File: src/rtl/core/msmhp_pkg.sv
`default_nettype none
package msmhp_pkg;

  // header store depth in bytes
  localparam int HDR_DEPTH = 30;

  // largest cell count that still gives a cell mask
  localparam int MAX_CELLS = 64;

  // message number window that can hold MSM types
  localparam logic [11:0] MSM_TYPE_BASE = 12'd1070;
  localparam logic [11:0] MSM_TYPE_LAST = 12'd1139;

  // gnss code of glonass (day plus time-of-day epoch)
  localparam logic [2:0] GNSS_GLONASS = 3'd1;

  // milliseconds per day
  localparam logic [29:0] DAY_MS = 30'd86400000;

  typedef enum logic [1:0] {
    STATUS_OK       = 2'd0,
    STATUS_NOT_MSM  = 2'd1,
    STATUS_TOO_MANY = 2'd2
  } status_t;

  // one classified message waiting for field extraction
  typedef struct packed {
    status_t                     status;
    logic [2:0]                  gnss;
    logic [2:0]                  kind;
    logic [6:0]                  sat_cnt;
    logic [5:0]                  sig_cnt;
    logic [6:0]                  ncell;
    logic [HDR_DEPTH-1:0][7:0]   hdr;
  } entry_t;

endpackage
`default_nettype wire

File: src/rtl/core/msmhp_queue.sv
`default_nettype none
module msmhp_queue (
  input  wire logic            clk,
  input  wire logic            rst,
  input  wire logic            push,
  input  wire msmhp_pkg::entry_t push_entry,
  output logic                 full,
  input  wire logic            pop,
  output logic                 empty,
  output msmhp_pkg::entry_t    head
);
  import msmhp_pkg::*;

  entry_t     slots [2];
  logic       wr_ptr;
  logic       rd_ptr;
  logic [1:0] count;

  assign full  = (count == 2'd2);
  assign empty = (count == 2'd0);
  assign head  = slots[rd_ptr];

  // entry storage
  always_ff @(posedge clk) begin
    if (push) begin
      slots[wr_ptr] <= push_entry;
    end
  end

  // pointers and fill count
  always_ff @(posedge clk) begin
    if (rst) begin
      wr_ptr <= 1'b0;
      rd_ptr <= 1'b0;
      count  <= 2'd0;
    end else begin
      if (push) begin
        wr_ptr <= ~wr_ptr;
      end
      if (pop) begin
        rd_ptr <= ~rd_ptr;
      end
      if (push && !pop) begin
        count <= count + 2'd1;
      end else if (pop && !push) begin
        count <= count - 2'd1;
      end
    end
  end

endmodule
`default_nettype wire

File: src/rtl/core/msmhp_front.sv
`default_nettype none
module msmhp_front (
  input  wire logic            clk,
  input  wire logic            rst,
  input  wire logic [7:0]      payload_byte,
  input  wire logic            start_of_message,
  input  wire logic            in_valid,
  output logic                 in_ready,
  input  wire logic            q_full,
  output logic                 q_push,
  output msmhp_pkg::entry_t    q_entry
);
  import msmhp_pkg::*;

  // byte positions of the message number end and of the masks
  localparam logic [4:0] TYPE_LAST_BYTE = 5'd1;
  localparam logic [4:0] SAT_FIRST_BYTE = 5'd9;
  localparam logic [4:0] SAT_LAST_BYTE  = 5'd16;
  localparam logic [4:0] SHARED_BYTE    = 5'd17;
  localparam logic [4:0] SIG_FIRST_BYTE = 5'd18;
  localparam logic [4:0] SIG_LAST_BYTE  = 5'd20;
  localparam logic [4:0] DECIDE_BYTE    = 5'd21;

  function automatic logic [3:0] pop8(input logic [7:0] v);
    logic [3:0] c;
    c = 4'd0;
    for (int i = 0; i < 8; i++) begin
      c = c + {3'd0, v[i]};
    end
    return c;
  endfunction

  logic [7:0]  hdr [HDR_DEPTH];
  logic [4:0]  byte_count;
  logic        reported;
  logic [6:0]  sat_cnt;
  logic [5:0]  sig_cnt;
  logic [2:0]  gnss_r;
  logic [2:0]  kind_r;
  logic [4:0]  need_r;
  logic [6:0]  ncell_r;

  logic        fire;
  logic [4:0]  idx;
  logic [4:0]  idx_inc;
  logic        rep;
  logic        store;
  logic [11:0] type_now;
  logic [11:0] type_off;
  logic [14:0] tens_prod;
  logic [3:0]  tens;
  logic [6:0]  units_full;
  logic [3:0]  units;
  logic        in_window;
  logic        msm_ok;
  logic [3:0]  sat_add;
  logic [3:0]  sig_add;
  logic [6:0]  sat_next;
  logic [5:0]  sig_next;
  logic [12:0] ncell;
  logic        too_many;
  logic [12:0] need_sum;
  logic [4:0]  need_now;
  logic        emit;
  status_t     emit_status;
  logic [HDR_DEPTH-1:0][7:0] snap;

  assign in_ready = !q_full;
  assign fire     = in_valid && !q_full;

  // position of the incoming byte
  assign idx     = start_of_message ? 5'd0 : byte_count;
  assign idx_inc = idx + 5'd1;
  assign rep     = start_of_message ? 1'b0 : reported;
  assign store   = fire && !rep && (idx < 5'(HDR_DEPTH));

  // message number split into tens and units by reciprocal multiply
  assign type_now   = {hdr[0], payload_byte[7:4]};
  assign in_window  = (type_now >= MSM_TYPE_BASE) && (type_now <= MSM_TYPE_LAST);
  assign type_off   = type_now - MSM_TYPE_BASE;
  assign tens_prod  = 15'(type_off[6:0]) * 15'd205;
  assign tens       = tens_prod[14:11];
  assign units_full = type_off[6:0] - 7'(7'(tens) * 7'd10);
  assign units      = units_full[3:0];
  assign msm_ok     = in_window && (units >= 4'd1) && (units <= 4'd7);

  // mask popcount contributions of this byte
  always_comb begin
    sat_add = 4'd0;
    sig_add = 4'd0;
    case (idx) inside
      SAT_FIRST_BYTE:                     sat_add = pop8({1'b0, payload_byte[6:0]});
      [5'd10:SAT_LAST_BYTE]:              sat_add = pop8(payload_byte);
      SHARED_BYTE: begin
        sat_add = {3'd0, payload_byte[7]};
        sig_add = pop8({1'b0, payload_byte[6:0]});
      end
      [SIG_FIRST_BYTE:SIG_LAST_BYTE]:     sig_add = pop8(payload_byte);
      DECIDE_BYTE:                        sig_add = {3'd0, payload_byte[7]};
      default: begin
        sat_add = 4'd0;
        sig_add = 4'd0;
      end
    endcase
  end

  assign sat_next = (idx == 5'd0) ? 7'd0 : sat_cnt + 7'(sat_add);
  assign sig_next = (idx == 5'd0) ? 6'd0 : sig_cnt + 6'(sig_add);

  // cell count and the byte count that completes the cell mask
  assign ncell    = 13'(sat_next) * 13'(sig_next);
  assign too_many = ncell > 13'(MAX_CELLS);
  assign need_sum = ncell + 13'd176;
  assign need_now = need_sum[7:3];

  // decide whether this byte finishes the message
  always_comb begin
    emit        = 1'b0;
    emit_status = STATUS_OK;
    if (store) begin
      if (idx == TYPE_LAST_BYTE) begin
        if (!msm_ok) begin
          emit        = 1'b1;
          emit_status = STATUS_NOT_MSM;
        end
      end else if (idx == DECIDE_BYTE) begin
        if (too_many) begin
          emit        = 1'b1;
          emit_status = STATUS_TOO_MANY;
        end else if (need_now == idx_inc) begin
          emit = 1'b1;
        end
      end else if (idx > DECIDE_BYTE) begin
        emit = (need_r == idx_inc);
      end
    end
  end

  // header image including the incoming byte
  always_comb begin
    for (int i = 0; i < HDR_DEPTH; i++) begin
      snap[i] = (store && (idx == 5'(i))) ? payload_byte : hdr[i];
    end
  end

  assign q_push            = emit;
  assign q_entry.status    = emit_status;
  assign q_entry.gnss      = gnss_r;
  assign q_entry.kind      = kind_r;
  assign q_entry.sat_cnt   = sat_next;
  assign q_entry.sig_cnt   = sig_next;
  assign q_entry.ncell     = (idx == DECIDE_BYTE) ? ncell[6:0] : ncell_r;
  assign q_entry.hdr       = snap;

  // header bytes and per-message fields
  always_ff @(posedge clk) begin
    if (store) begin
      hdr[idx] <= payload_byte;
      sat_cnt  <= sat_next;
      sig_cnt  <= sig_next;
      if (idx == TYPE_LAST_BYTE) begin
        gnss_r <= tens[2:0];
        kind_r <= units[2:0];
      end
      if (idx == DECIDE_BYTE) begin
        need_r  <= need_now;
        ncell_r <= ncell[6:0];
      end
    end
  end

  // byte count and reported flag
  always_ff @(posedge clk) begin
    if (rst) begin
      byte_count <= 5'd0;
      reported   <= 1'b1;
    end else if (fire) begin
      if (store) begin
        byte_count <= idx_inc;
      end else begin
        byte_count <= idx;
      end
      reported <= rep || emit;
    end
  end

endmodule
`default_nettype wire

File: src/rtl/core/msmhp_back.sv
`default_nettype none
module msmhp_back (
  input  wire logic            clk,
  input  wire logic            rst,
  input  wire logic            q_empty,
  input  wire msmhp_pkg::entry_t q_head,
  output logic                 q_pop,
  output logic                 out_valid,
  input  wire logic            out_ready,
  output logic [1:0]           status,
  output logic [11:0]          message_type,
  output logic [11:0]          station_id,
  output logic [29:0]          epoch_ms,
  output logic [2:0]           gnss_code,
  output logic [2:0]           msm_kind,
  output logic [11:0]          flag_bits,
  output logic [63:0]          satellite_mask,
  output logic [31:0]          signal_mask,
  output logic [6:0]           satellite_count,
  output logic [5:0]           signal_count,
  output logic [63:0]          cell_mask
);
  import msmhp_pkg::*;

  logic [HDR_DEPTH-1:0][7:0] h;
  logic        is_msm;
  logic        is_ok;
  logic [2:0]  day;
  logic [26:0] tod;
  logic [29:0] epoch_raw;
  logic [29:0] epoch_glo;
  logic [29:0] epoch_sel;
  logic [63:0] cell_win;
  logic [5:0]  cell_sh;
  logic [63:0] cell_sel;
  logic        load;

  assign h      = q_head.hdr;
  assign is_msm = (q_head.status != STATUS_NOT_MSM);
  assign is_ok  = (q_head.status == STATUS_OK);

  // epoch, with glonass day folded into milliseconds
  assign day       = h[3][7:5];
  assign tod       = {h[3][4:0], h[4], h[5], h[6][7:2]};
  assign epoch_raw = {h[3], h[4], h[5], h[6][7:2]};
  assign epoch_glo = 30'(30'(day) * DAY_MS) + 30'(tod);
  assign epoch_sel = (q_head.gnss == GNSS_GLONASS) ? epoch_glo : epoch_raw;

  // cell mask window from bit 169, right aligned by the cell count
  assign cell_win = {h[21][6:0], h[22], h[23], h[24], h[25], h[26], h[27], h[28], h[29][7]};
  assign cell_sh  = 6'(7'd64 - q_head.ncell);
  assign cell_sel = (is_ok && (q_head.ncell != 7'd0)) ? (cell_win >> cell_sh) : 64'd0;

  assign load  = !q_empty && (!out_valid || out_ready);
  assign q_pop = load;

  // output register valid
  always_ff @(posedge clk) begin
    if (rst) begin
      out_valid <= 1'b0;
    end else if (load) begin
      out_valid <= 1'b1;
    end else if (out_ready) begin
      out_valid <= 1'b0;
    end
  end

  // output register payload
  always_ff @(posedge clk) begin
    if (load) begin
      status          <= q_head.status;
      message_type    <= {h[0], h[1][7:4]};
      station_id      <= is_msm ? {h[1][3:0], h[2]} : 12'd0;
      epoch_ms        <= is_msm ? epoch_sel : 30'd0;
      gnss_code       <= is_msm ? q_head.gnss : 3'd0;
      msm_kind        <= is_msm ? q_head.kind : 3'd0;
      flag_bits       <= is_msm ? {h[6][1:0], h[7][7:6], h[8][6:0], h[9][7]} : 12'd0;
      satellite_mask  <= is_msm ?
                         {h[9][6:0], h[10], h[11], h[12], h[13], h[14], h[15], h[16], h[17][7]}
                         : 64'd0;
      signal_mask     <= is_msm ? {h[17][6:0], h[18], h[19], h[20], h[21][7]} : 32'd0;
      satellite_count <= is_msm ? q_head.sat_cnt : 7'd0;
      signal_count    <= is_msm ? q_head.sig_cnt : 6'd0;
      cell_mask       <= cell_sel;
    end
  end

endmodule
`default_nettype wire

File: src/rtl/core/rtcm3_msm_header_parse.sv
`default_nettype none
// RTCM3 MSM header parser. Feed the payload bytes of one message (after the
// 3-byte frame header), MSB first, one per transaction, with start_of_message
// on the first. One result per message comes out: status 1 right after the
// second byte for a non-MSM number, status 2 after the 22nd byte when the
// satellite by signal cell count exceeds 64, otherwise status 0 once the
// byte holding the last cell mask bit is in. A message cut short by the next
// start gives no result. The input takes one byte every cycle while in_ready
// is high; a result passes through a queue slot and the output register
// before it shows. A two-entry queue sits between the byte front end and the
// output register, so input stalls only when that register holds a result
// under a low out_ready and two more finished results fill the queue behind it.
module rtcm3_msm_header_parse (
  input  wire logic        clk,
  input  wire logic        rst,
  input  wire logic        in_valid,
  output logic             in_ready,
  input  wire logic [7:0]  payload_byte,
  input  wire logic        start_of_message,
  output logic             out_valid,
  input  wire logic        out_ready,
  output logic [1:0]       status,
  output logic [11:0]      message_type,
  output logic [11:0]      station_id,
  output logic [29:0]      epoch_ms,
  output logic [2:0]       gnss_code,
  output logic [2:0]       msm_kind,
  output logic [11:0]      flag_bits,
  output logic [63:0]      satellite_mask,
  output logic [31:0]      signal_mask,
  output logic [6:0]       satellite_count,
  output logic [5:0]       signal_count,
  output logic [63:0]      cell_mask
);
  import msmhp_pkg::*;

  logic   q_push;
  logic   q_full;
  logic   q_pop;
  logic   q_empty;
  entry_t q_entry;
  entry_t q_head;

  // byte intake and message classification
  msmhp_front u_front (
    .clk              (clk),
    .rst              (rst),
    .payload_byte     (payload_byte),
    .start_of_message (start_of_message),
    .in_valid         (in_valid),
    .in_ready         (in_ready),
    .q_full           (q_full),
    .q_push           (q_push),
    .q_entry          (q_entry)
  );

  // queue of classified messages
  msmhp_queue u_queue (
    .clk        (clk),
    .rst        (rst),
    .push       (q_push),
    .push_entry (q_entry),
    .full       (q_full),
    .pop        (q_pop),
    .empty      (q_empty),
    .head       (q_head)
  );

  // field extraction and output register
  msmhp_back u_back (
    .clk             (clk),
    .rst             (rst),
    .q_empty         (q_empty),
    .q_head          (q_head),
    .q_pop           (q_pop),
    .out_valid       (out_valid),
    .out_ready       (out_ready),
    .status          (status),
    .message_type    (message_type),
    .station_id      (station_id),
    .epoch_ms        (epoch_ms),
    .gnss_code       (gnss_code),
    .msm_kind        (msm_kind),
    .flag_bits       (flag_bits),
    .satellite_mask  (satellite_mask),
    .signal_mask     (signal_mask),
    .satellite_count (satellite_count),
    .signal_count    (signal_count),
    .cell_mask       (cell_mask)
  );

endmodule
`default_nettype wire

File: config.mk
export PLATFORM = sky130hd
export DESIGN_NAME = rtcm3_msm_header_parse
export DESIGN_NICKNAME = d
export VERILOG_FILES = /design/src/rtl/core/msmhp_pkg.sv /design/src/rtl/core/msmhp_queue.sv /design/src/rtl/core/msmhp_front.sv /design/src/rtl/core/msmhp_back.sv /design/src/rtl/core/rtcm3_msm_header_parse.sv
export SDC_FILE = /design/constraint.sdc
export NUM_CORES = 1
export LEC_CHECK = 0
export BUFFER_PORTS_ARGS = -buffer_cell sky130_fd_sc_hd__buf_2
export CAP_MARGIN = 20
export CORE_AREA = 5 5 349 351
export DETAILED_ROUTE_END_ITERATION = 7
export DIE_AREA = 0 0 354 356
export PLACE_DENSITY = 0.66
export SYNTH_ARGS = -nofsm -noshare
export SYNTH_HDL_FRONTEND = slang
export SYNTH_SLANG_ARGS = --single-unit
File: constraint.sdc
create_clock -name clk -period 25.6 [get_ports clk]
set_clock_uncertainty 0.05 [all_clocks]
set_input_delay 2.56 -clock clk [delete_from_list [all_inputs] [get_ports clk]]
set_output_delay 2.56 -clock clk [all_outputs]
set_load 0.005 [all_outputs]
==> run summary <==
Status: finished, final reports clean
Clock-pin slew of the registers on the worst-case setup and hold paths: 60 ps
RD Place Congestion: 0.8728
Number of clock sinks: 1024
Setup TNS: 0 ps
Post-synth EDFFs: 1012
FP Rows: 127
Main synth FF type: edfxtp_1
Worst skew pair latency: 690 ps
Worst EP required: 25840 ps
Post-CTS setup buffer count: 0
# setup viols final: 0
Die Span Y: 356 microns
First-pass GRT wire length: 172500 microns
Crit Path Category: in2reg
Initial antenna violation count: 3
Post-route core utilization: 44.96%
Period Utilization, post-route: 51.29%
Share of cells above drive strength 1: 18.24%
Syn avg cell area: 13.86 sq um
WL final: 115400 microns
Worst Setup End Kind: flip-flop
Antenna Nets Post-Route: 0
Boundary pin count: 262
Clock buffer depth: 3
Yosys cell types: 81
Resize count post-CTS: 0
Slew HR: 21.82%
Worst Hold Depth: 0
Seq cells post-synth: 1024
Hold_buf cts: 0
Final slew viol count: 0
P&R area growth vs syn: 13.62%
Sequential cell area fraction in the yosys report: 65.21%
Asr flop ratio synth: 0%
Crit path DAT: 13370 ps
Yosys warns: 0
Min cycle time layout: 13130 ps
CP Launch Type: input port
Peak Freq: 76.16 MHz
Synth Net Count: 3547
CTS tree: yes
Number of H-tree levels: 3
CP Buf/Inv Count: 9
Synthesized area: 46970 sq um
Final hold violation count: 0
Post-synthesis cell count: 3388
Root Driver: clkbuf_16
Worst R2R Path Depth: 28
Detailed placer's ending HPWL: 75930 microns
Port Buffers: 261
Delay of the slowest critical-path stage: 900 ps
Critical-path top delay cell: buf_4
Die Width: 354 microns
Worst path depth: 36
Peak VDD IR: 0.07086 mV
Pre-antenna DRT Iters: 6
Core area: 118700 sq um
LEAKAGE: 19.80 nW
TritonCTS Buffers: 105
Pin count of the biggest net entering global routing: 178
Most common cell on crit path: fa_1
Vias: 27952
Final nets: 3779
CP top delay family: adder cells
Drt first-iter violations: 2840
Maxcap violations: 0
DRC Markers: 0
Routed vias/inst: 5.319
Worst-margin pin slew: 1173 ps
Unrepaired setup endpoints after global routing: false
Overall Global Routing Usage: 17.76%
Routed length per instance: 21.96 microns
Grt total ovfl: 0
Vias in the first global route: 27225
Die area: 126000 sq um
HP Class: reg2reg
Critical path fanouts, max: 72
Initial Util: 39.57%
Pwr Density: 94.77 nW/um^2
-- logic make-up (layout without fill, tap and decap cells) --
logic type,Yosys count,in the layout,share of synthesized area [%]
multiplexers,550,550,12.52
other,0,1,0
AND/OR/NAND/NOR,885,885,8.047
AO/OA/AOI/OAI,426,426,5.727
adder cells (fa/ha/maj),146,146,4.512
XOR/XNOR,69,69,1.361
flip-flops,1024,1024,65.21
buffers and inverters,288,606,2.618
-- layout make-up --
| type | count | area [sq um] |
|---|---|---|
| Sequential cell | 1024 | 30630 |
| Tap cell | 1548 | 1937 |
| Antenna cell | 1 | 2.502 |
| Fill cell | 10476 | 65330 |
| Multi-Input combinational cell | 2076 | 15190 |
| Timing Repair Buffer | 309 | 1759 |
| Inverter | 104 | 397.9 |
| Clock inverter | 65 | 686.9 |
| Clock buffer | 128 | 2756 |
-- synth_stat cells (6+ instances only) --
cell type | count | share of area (%)
dfxtp_1 | 12 | 0.51
and2_1 | 35 | 0.47
nor3b_1 | 8 | 0.13
xnor2_1 | 33 | 0.62
mux2_2 | 172 | 4.1
nor2b_1 | 20 | 0.27
a211oi_1 | 32 | 0.51
nand2_1 | 391 | 3.1
o211ai_1 | 15 | 0.24
mux2i_1 | 365 | 7.8
and3_1 | 26 | 0.35
o21a_1 | 7 | 0.11
buf_2 | 59 | 0.63
nand3_1 | 30 | 0.32
a21o_1 | 20 | 0.32
fa_1 | 39 | 1.7
o32ai_1 | 6 | 0.11
nor3_1 | 32 | 0.34
buf_1 | 13 | 0.10
inv_1 | 104 | 0.83
buf_4 | 16 | 0.26
o221ai_1 | 9 | 0.17
ha_1 | 107 | 2.9
clkbuf_1 | 93 | 0.74
xor2_1 | 33 | 0.62
o21ai_0 | 141 | 1.5
a31oi_1 | 9 | 0.12
mux4_2 | 13 | 0.62
nand2b_1 | 16 | 0.21
edfxtp_1 | 1012 | 65
a32o_1 | 10 | 0.21
nor2_1 | 297 | 2.4
a21oi_1 | 102 | 1.1
-- worst register-to-register path, delay by kind of cell, from the launching register on --
kind / cells / cell delay, ps
AO/OA/AOI/OAI: 6 / 980
AND/OR/NAND/NOR: 10 / 3360
XOR/XNOR: 4 / 970
adder cells (fa/ha/maj): 6 / 2250
buffers and inverters: 2 / 1890
flip-flops: 1 / 590
-- flip-flops by register name, indices dropped and copies added (netlist names), 30 cells and up, named ones only --
name                   count
u_back.satellite_mask     64
u_queue.slots            508
u_back.cell_mask          64
u_back.epoch_ms           30
u_front.hdr              226
u_back.signal_mask        32
-- worst paths after layout --
path	from	end	slack (ps)
max	payload_byte[2]	u_queue.slots[1][68]$_DFFE_PP_	12470
min reg2reg	u_front.gnss_r[1]$_DFFE_PP_	u_queue.slots[0][264]$_DFFE_PP_	400
max reg2reg	u_front.byte_count[2]$_SDFFE_PP0P_	u_queue.slots[1][68]$_DFFE_PP_	15060
min	u_front.gnss_r[1]$_DFFE_PP_	u_queue.slots[0][264]$_DFFE_PP_	400
-- cells in the final DEF (no fill, tap or decap), types with 34 or more instances in the layout --
cell,synthesis,routed
nor2_1,297,296
fa_1,39,39
ha_1,107,107
o21ai_0,141,141
and2_1,35,34
nand2_1,391,391
mux2_2,172,172
buf_4,16,41
inv_1,104,102
buf_2,59,261
mux2i_1,365,364
a21oi_1,102,102
edfxtp_1,1012,1012
clkbuf_16,0,107
-- per-layer routing --
metal	up-vias	track usage, %	wire length [microns]
met1	13845	25.92	52800
met2	968	28.03	52660
li1	12986	-	-
met4	0	3.963	2268
met5	-	0	0
met3	153	3.102	7665
-- stage by stage --
stage | std cells | hold WS [ps] | power, W | setup slack [ps] | area [sq um]
global route | 5254 | 406.0 | 0.005306 | 11660 | 53360
finish | 5255 | 400.7 | 0.005058 | 12470 | 53370
CTS | 5251 | 401.2 | 0.005095 | 12220 | 53310
floorplan | 3388 | 371.5 | 0.003098 | 3626 | 46970
detailed placement | 5058 | 386.9 | 0.003548 | 11520 | 49870
global placement | 5056 | 377.0 | 0.003539 | 11710 | 49820
-- report_power, final --
group,switching (W),internal (W)
logic,0.000826,0.000492
clock network,0.000651,0.000890
registers,0.0000674,0.00213
total,0.00154,0.00351
Note: power is estimated with default switching activity, not from simulation.
